===== config.mk =====
export PLATFORM = sky130hd
export DESIGN_NAME = multichannel_compare_timer
export DESIGN_NICKNAME = d
export VERILOG_FILES = /design/src/hw/rtl/mct_pkg.sv /design/src/hw/rtl/mct_chan.sv /design/src/hw/rtl/multichannel_compare_timer.sv
export SDC_FILE = /design/constraint.sdc
export NUM_CORES = 2
export LEC_CHECK = 0
export BUFFER_PORTS_ARGS = -buffer_cell sky130_fd_sc_hd__buf_2
export CORE_ASPECT_RATIO = 0.6
export CORE_MARGIN = 1
export CORE_UTILIZATION = 50
export CTS_BUF_LIST = sky130_fd_sc_hd__clkbuf_4 sky130_fd_sc_hd__clkbuf_8
export DETAILED_ROUTE_END_ITERATION = 16
export HOLD_SLACK_MARGIN = 0.12
export PLACE_DENSITY = 0.65
export RECOVER_POWER = 25
export SYNTH_ARGS = -nofsm -noshare
export SYNTH_HDL_FRONTEND = slang
export SYNTH_HIERARCHICAL = 1
export SYNTH_SLANG_ARGS = --single-unit

===== constraint.sdc =====
create_clock -name clk -period 5.7 [get_ports clk]
set_input_delay 0.57 -clock clk [delete_from_list [all_inputs] [get_ports clk]]
set_output_delay 0.57 -clock clk [all_outputs]
set_load 0.02 [all_outputs]

===== src/hw/rtl/mct_pkg.sv =====
// Shared types and constants for the multichannel compare timer.
package mct_pkg;

	localparam int unsigned USER_CHANNELS = 4;
	localparam int unsigned TIME_W = 32;
	localparam int unsigned MASK_W = 8;

	typedef enum logic [2:0] {
		REQ_TICK      = 3'd0,
		REQ_PERIODIC  = 3'd1,
		REQ_ONESHOT   = 3'd2,
		REQ_REF_PLUS  = 3'd3,
		REQ_REF_MINUS = 3'd4,
		REQ_ADJUST    = 3'd5,
		REQ_CANCEL    = 3'd6,
		REQ_DELAY     = 3'd7
	} req_type_t;

	// Broadcast from the command decoder to every compare channel.
	typedef struct packed {
		logic              go;
		logic              tick;
		logic              arm;
		logic              oneshot;
		logic              adjust;
		logic              cancel;
		logic [TIME_W-1:0] now_next;
		logic [TIME_W-1:0] period;
		logic [TIME_W-1:0] compare;
		logic [TIME_W-1:0] adj;
	} chan_cmd_t;

endpackage


===== src/hw/rtl/mct_chan.sv =====
// One user compare channel: compare, period, one-shot and armed state.
module mct_chan (
	input  logic              clk,
	input  logic              arst_n,
	input  mct_pkg::chan_cmd_t cmd,
	input  logic              sel,
	output logic              fire
);

	logic [mct_pkg::TIME_W-1:0] compare_q;
	logic [mct_pkg::TIME_W-1:0] period_q;
	logic                       oneshot_q;
	logic                       armed_q;

	assign fire = cmd.go && cmd.tick && armed_q && (compare_q == cmd.now_next);

	always_ff @(posedge clk or negedge arst_n) begin
		if (!arst_n) begin
			compare_q <= '0;
			period_q  <= '0;
			oneshot_q <= 1'b0;
			armed_q   <= 1'b0;
		end else if (fire) begin
			if (oneshot_q) begin
				armed_q <= 1'b0;
			end else begin
				compare_q <= compare_q + period_q;
			end
		end else if (cmd.go && sel) begin
			if (cmd.arm) begin
				compare_q <= cmd.compare;
				period_q  <= cmd.period;
				oneshot_q <= cmd.oneshot;
				armed_q   <= 1'b1;
			end else if (cmd.adjust) begin
				compare_q <= compare_q + cmd.adj;
			end else if (cmd.cancel) begin
				compare_q <= '0;
				period_q  <= '0;
				armed_q   <= 1'b0;
			end
		end
	end

endmodule


===== src/hw/rtl/multichannel_compare_timer.sv =====
// Top level of the multichannel compare timer: input register, decoder, counter and result.
// The timer takes one word per clock cycle while in_stall is low and gives one result word for
// each. The input register holds the accepted word; the update then applies it to the counter,
// the delay compare and all compare channels at once and registers the result. The update waits
// while a full result register is stalled. A tick word advances the 32-bit counter by one;
// command words leave the counter alone. Throughput is one word per cycle while nothing stalls,
// set by the single update stage; input stall rises only while the input register holds a word
// and the result register is full and stalled. Channel commands that address a channel not below
// the channel count are ignored and report status 1; tick and delay words ignore the channel.
module multichannel_compare_timer (
	input  logic        clk,
	input  logic        arst_n,
	input  logic        in_valid,
	output logic        in_stall,
	input  logic [2:0]  req_type,
	input  logic [2:0]  channel,
	input  logic [31:0] amount,
	input  logic [31:0] base_time,
	input  logic signed [31:0] adjust_amount,
	output logic        out_valid,
	input  logic        out_stall,
	output logic [7:0]  fire_mask,
	output logic        delay_done,
	output logic [31:0] now_time,
	output logic        status
);

	localparam int unsigned TW = mct_pkg::TIME_W;
	localparam int unsigned NC = mct_pkg::USER_CHANNELS;

	logic                 valid_s1;
	mct_pkg::req_type_t   req_s1;
	logic [2:0]           chan_s1;
	logic [TW-1:0]        amount_s1;
	logic [TW-1:0]        adj_s1;
	logic [TW-1:0]        diff_s1;
	logic [TW-1:0]        sum_s1;

	logic [TW-1:0]        tick_q;
	logic [TW-1:0]        delay_cmp_q;
	logic                 delay_active_q;

	logic                 out_valid_q;
	logic [7:0]           fire_mask_q;
	logic                 delay_done_q;
	logic [TW-1:0]        now_time_q;
	logic                 status_q;

	logic                 accept;
	logic                 go;
	logic                 is_tick;
	logic                 in_range;
	logic                 chan_cmd_req;
	logic                 bad_chan;
	logic                 done;
	logic [TW-1:0]        tick_next;
	mct_pkg::chan_cmd_t   cmd;
	logic [NC-1:0]        sel;
	logic [NC-1:0]        fire_vec;

	assign go       = valid_s1 && (!out_valid_q || !out_stall);
	assign in_stall = valid_s1 && !go;
	assign accept   = in_valid && !in_stall;

	always_ff @(posedge clk or negedge arst_n) begin
		if (!arst_n) begin
			valid_s1 <= 1'b0;
		end else if (accept) begin
			valid_s1 <= 1'b1;
		end else if (go) begin
			valid_s1 <= 1'b0;
		end
	end

	// The reference-time sums do not depend on the counter and are formed on the way in.
	always_ff @(posedge clk) begin
		if (accept) begin
			req_s1    <= mct_pkg::req_type_t'(req_type);
			chan_s1   <= channel;
			amount_s1 <= amount;
			adj_s1    <= adjust_amount;
			diff_s1   <= amount - base_time;
			sum_s1    <= amount + base_time;
		end
	end

	assign tick_next    = tick_q + TW'(1);
	assign is_tick      = (req_s1 == mct_pkg::REQ_TICK);
	assign in_range     = ({1'b0, chan_s1} < 4'(NC));
	assign chan_cmd_req = (req_s1 != mct_pkg::REQ_TICK) && (req_s1 != mct_pkg::REQ_DELAY);
	assign bad_chan     = chan_cmd_req && !in_range;
	assign done         = is_tick && delay_active_q && (delay_cmp_q == tick_next);

	always_comb begin
		cmd          = '0;
		cmd.go       = go;
		cmd.tick     = is_tick;
		cmd.now_next = tick_next;
		cmd.adj      = adj_s1;
		unique case (req_s1) inside
			mct_pkg::REQ_PERIODIC, mct_pkg::REQ_ONESHOT: begin
				cmd.arm     = 1'b1;
				cmd.oneshot = (req_s1 == mct_pkg::REQ_ONESHOT);
				cmd.period  = amount_s1;
				cmd.compare = tick_q + amount_s1;
			end
			mct_pkg::REQ_REF_PLUS: begin
				cmd.arm     = 1'b1;
				cmd.oneshot = 1'b1;
				cmd.period  = tick_q + diff_s1;
				cmd.compare = {tick_q[TW-2:0], 1'b0} + diff_s1;
			end
			mct_pkg::REQ_REF_MINUS: begin
				cmd.arm     = 1'b1;
				cmd.oneshot = 1'b1;
				cmd.period  = sum_s1 - tick_q;
				cmd.compare = sum_s1;
			end
			mct_pkg::REQ_ADJUST: begin
				cmd.adjust = 1'b1;
			end
			mct_pkg::REQ_CANCEL: begin
				cmd.cancel = 1'b1;
			end
			default: begin
			end
		endcase
	end

	for (genvar c = 0; c < NC; c++) begin : g_chan
		assign sel[c] = chan_cmd_req && in_range && (chan_s1 == 3'(c));

		mct_chan u_chan (
			.clk    (clk),
			.arst_n (arst_n),
			.cmd    (cmd),
			.sel    (sel[c]),
			.fire   (fire_vec[c])
		);
	end

	always_ff @(posedge clk or negedge arst_n) begin
		if (!arst_n) begin
			tick_q         <= '0;
			delay_cmp_q    <= '0;
			delay_active_q <= 1'b0;
		end else if (go) begin
			if (is_tick) begin
				tick_q <= tick_next;
				if (done) begin
					delay_active_q <= 1'b0;
				end
			end else if (req_s1 == mct_pkg::REQ_DELAY) begin
				delay_cmp_q    <= tick_q + amount_s1;
				delay_active_q <= 1'b1;
			end
		end
	end

	always_ff @(posedge clk or negedge arst_n) begin
		if (!arst_n) begin
			out_valid_q <= 1'b0;
		end else if (go) begin
			out_valid_q <= 1'b1;
		end else if (!out_stall) begin
			out_valid_q <= 1'b0;
		end
	end

	always_ff @(posedge clk) begin
		if (go) begin
			fire_mask_q  <= 8'(fire_vec);
			delay_done_q <= done;
			now_time_q   <= is_tick ? tick_next : tick_q;
			status_q     <= bad_chan;
		end
	end

	assign out_valid  = out_valid_q;
	assign fire_mask  = fire_mask_q;
	assign delay_done = delay_done_q;
	assign now_time   = now_time_q;
	assign status     = status_q;

endmodule


==> results by group <==
Cells and area
  – Non-filler cells, final: roughly 7000
  – Number of nets in the layout: 6414
  – Layout overhead on the synthesized area: 10.6%
  – Final core utilization: a little under three fifths
  – Filler cell count: about 8500
  – Layout cells sized above 1: roughly 8.4%

Floorplan
  – Die height: ~240 µm
  – Number of placed I/O pins: 150
  – Core area: 92200 µm²
  – Initial core utilization: 50.7%
  – Site Rows: 86
  – Die ar.: 94900 µm²
  – Horizontal die dimension: just under 400 µm

Timing
  – Count of final max-slew check failures: about 230
  – Worst slew slack as a fraction of its limit: -205%
  – Final period utilization: a little over nine tenths
  – Setup-failing EPs final: 0
  – Clk_skew: 0.0501 ns
  – Pin slew with the least headroom to its limit: around 4.6 ns
  – Setup tns final: 0 ns
  – Setup repair after global routing missed its margin: no
  – Post-route worst hold slack: about 0.20 ns
  – Number of hold violations in the final report: 0
  – Minimum period implied by the final worst setup slack: around 5.4 ns
  – Max Fclk: 0.184 GHz

Worst hold path
  – Source of the worst hold timing path: base_time[0]
  – Hold crit path type: input pin to flip-flop
  – Hold Crit Depth: 3
  – Hold worst-path end: sum_s1[0]$_DFFE_PP_

Setup path
  – CP endpoint kind: flip-flop
  – Path depth of the worst reg2reg path: 18
  – Kind of start point of the critical path: flip-flop
  – Startpoint of the lowest-slack register-to-register path: tick_q[2]$_DFFE_PN0P_
  – Required time at the endpoint of the critical path: 6.34 ns
  – Cells along the critical path: and3_1, nand3_2, nor4_4, and2b_1, nand2_1, xnor2_1, buf_4, xnor2_1, nand2_1, nor4_1, nand2_1, nor4_2, buf_4, nor3_1, a21oi_1, buf_4, a211o_1, o21ai_0
  – Reg2Reg Capture Point: g_chan[1].u_chan/compare_q[1]$_DFFE_PN0P_
  – Critical Path Slowest Stage Cell: dfrtp_1
  – Setup slack on the worst flop-to-flop path: between 0.2 and 0.3 ns
  – Worst path max stage delay: approximately 0.57 ns
  – Critical path peak fanout: 11
  – Critical Setup Path Class: flip-flop to flip-flop
  – Arrival time at the worst endpoint: 6.08 ns

Synth
  – Ranking of synthesized cells by area: dfrtp_1, ha_1, edfxtp_1
  – Number of enable flip-flop cells after synthesis: between 150 and 200
  – Number of unique standard cell types used by synthesis: between 100 and 150
  – Synth Flop Type: dfrtp_1
  – Count of synthesis-stage warnings from yosys: 6
  – Post-synthesis instance area: between 40000 and 50000 µm²
  – Ranking of synthesized cells by instance count: nand2_1, a21oi_1, ha_1
  – Post-synthesis sequential area ratio: between 20 and 30%
  – Library cell occupying the most area in the post-synthesis netlist: dfrtp_1
  – Number of flip-flops and latches in the synthesized netlist: about 500
  – Yosys top cell area share: between 15 and 20%
  – Dominant cell by count in the synthesized netlist: nand2_1
  – Mean cell area of the mapped netlist: between 8 and 9 µm²
  – Post-Synthesis Cells: 5662
  – Async set-reset flop share out of synthesis: around two thirds

Global route
  – First-pass GRT wire length: about 270000 µm
  – Aggregate global-route resource usage: between 30% and 40%
  – Antenna violations before repair: 3
  – Largest net degree at the start of global routing: 134
  – Vias in the first global route: between 40000 and 50000
  – Total global routing overflow: 0

Placed design
  – Input/output buffers: between 100 and 150
  – Routability-driven placement congestion ratio: 1.08
  – Hpwl dp: 153000 µm
  – Post-placement cell count: roughly 6900

Clocking
  – Clock-pin slew on the worst setup and hold paths: approximately 0.060 ns
  – Clock buffer depth: 3
  – CTS tree: yes
  – Library cell used as clock root buffer: clkbuf_8
  – Number of clock sinks seen by CTS: around 500
  – Maximum level of the CTS H-tree: 3
  – Clock latency on the worst-skew pair: between 0.7 and 0.8 ns
  – Num CTS Buffers: slightly below 90

Route
  – Starting DRC count in detailed routing: 6900
  – Antenna viol nets, final: 0
  – DR vias: ~46000
  – Number of design rule violations left after detail routing: 4
  – WL per Instance: between 20 and 30 µm
  – Drt pass-1 iters: 13
  – Via density: 6.44
  – Total detailed-routing wirelength: roughly 190000 µm

Power
  – Leakage power figure: approximately 22 nW
  – Sum of internal, switching and leakage power: 0.0203 W
  – Peak VDD IR: roughly 0.23 mV
  – Power Density: 392 nW/µm²

Outcome
  – Violations in the final reports: design-rule violations, max-capacitance violations, max-slew violations
  – Result of the run: complete, but fails checks

Run
  – Number of max-capacitance violations reported: 2
## cells by family after synthesis
kind of cell	count (synthesis)	share of synthesized area, %
adders and majority gates	448	12.2
muxes	32	0.738
AOI/OAI and AO/OA	1694	23.6
DFF	502	28.7
other	1	0.00801
xor gates and xnor gates	627	11.7
and+or+nand+nor	1894	19.0
buffers and inverters	464	3.98
## layer usage
metal	up-vias	share of wire, %	global-route usage, %	wire [µm]
li1	21005	-	-	-
met1	21995	48	62.0	90300
met2	2920	35	46.3	65700
met3	236	16	17.1	30400
met4	2	1.8	7.08	3490
met5	-	0.057	0.816	108
## cell type report
cell class                 count  area (µm²)  area share [%]
timing repair buffer         350        2530            4.89
clock buffer                 123        1570            3.03
tap                         1232        1540            2.98
inverter                     219         822            1.59
antenna                        1        2.50         0.00484
multi-input combinational   4699       31600            61.1
clock inverter                40         267           0.515
sequential                   502       13400            25.9
## worst max path at each step
stage / end / startpoint / slack [ns]
2_1_floorplan: g_chan[0].u_chan/compare_q[23]$_DFFE_PN0P_ / tick_q[1]$_DFFE_PN0P_ / 1.37
4_1_cts: g_chan[3].u_chan/compare_q[10]$_DFFE_PN0P_ / tick_q[2]$_DFFE_PN0P_ / 0.24
5_1_grt: g_chan[3].u_chan/compare_q[18]$_DFFE_PN0P_ / tick_q[2]$_DFFE_PN0P_ / 0.09
3_5_place_dp: g_chan[3].u_chan/compare_q[10]$_DFFE_PN0P_ / tick_q[2]$_DFFE_PN0P_ / 0.26
3_3_place_gp: g_chan[3].u_chan/compare_q[10]$_DFFE_PN0P_ / tick_q[2]$_DFFE_PN0P_ / 0.37
6_report: g_chan[1].u_chan/compare_q[1]$_DFFE_PN0P_ / tick_q[2]$_DFFE_PN0P_ / 0.26
## per-stage QoR
stage	setup WS (ns)	cell area, µm²
floorplan	1.37	46800
global placement	0.365	49200
detailed placement	0.261	49200
CTS	0.243	51800
global route	0.0890	51700
finish	0.264	51700
## report_power, final
| group | switching, W | internal, W |
|---|---|---|
| clock network | 0.00181 | 0.00192 |
| logic | 0.00703 | 0.00397 |
| registers | 0.00106 | 0.00448 |
| total | 0.00989 | 0.0104 |
## repair_timing
item / in CTS / in global routing
gates resized for setup: 0 / 3
hold buffers: 74 / 0
endpoints found under the setup margin: 0 / 18
hold endpoints to repair: 162 / 0
setup buffers: 0 / 1
## worst max-delay path, delay by kind of cell (launching register included)
family | cells | cell delay [ns]
flip-flops | 1 | 0.57
XOR/XNOR | 2 | 0.71
AND/OR/NAND/NOR | 10 | 2.69
AO/OA/AOI/OAI | 3 | 0.56
buffers and inverters | 3 | 0.77
## cells in the final DEF (no fill, tap or decap), drive strengths merged, types with 16 or more instances in the layout
cell / instances
inv: 215
nand3: 145
or3: 24
dfrtp: 331
and2: 35
o21bai: 55
o21ai: 397
nand4: 84
a221oi: 54
o21a: 51
a31oi: 70
clkinv: 39
xnor2: 379
or2: 24
clkbuf: 165
xor2: 248
nor2: 430
edfxtp: 171
buf: 233
a41oi: 16
a21oi: 460
o221ai: 18
a31o: 20
nor3: 101
a22oi: 63
ha: 434
o22ai: 18
o211ai: 31
and3: 71
mux2: 20
a21o: 180
nand2b: 63
a311oi: 16
o31ai: 21
nor2b: 63
nand2: 737
nor4: 50
dlygate4sd3: 74
a211oi: 67
## flip-flops by register name, summed over array words and instances (netlist names)
signal and count:
chan_s1 3, g_chan.u_chan/armed_q 4, valid_s1 1, adj_s1 32, delay_done 1, sum_s1 32
g_chan.u_chan/period_q 128, out_valid 1, tick_q 32, amount_s1 32, diff_s1 31, delay_active_q 1
g_chan.u_chan/oneshot_q 4, g_chan.u_chan/compare_q 128, now_time 32, delay_cmp_q 32, req_s1 3, fire_mask 4
status 1
(Power assumes the default switching activity.)
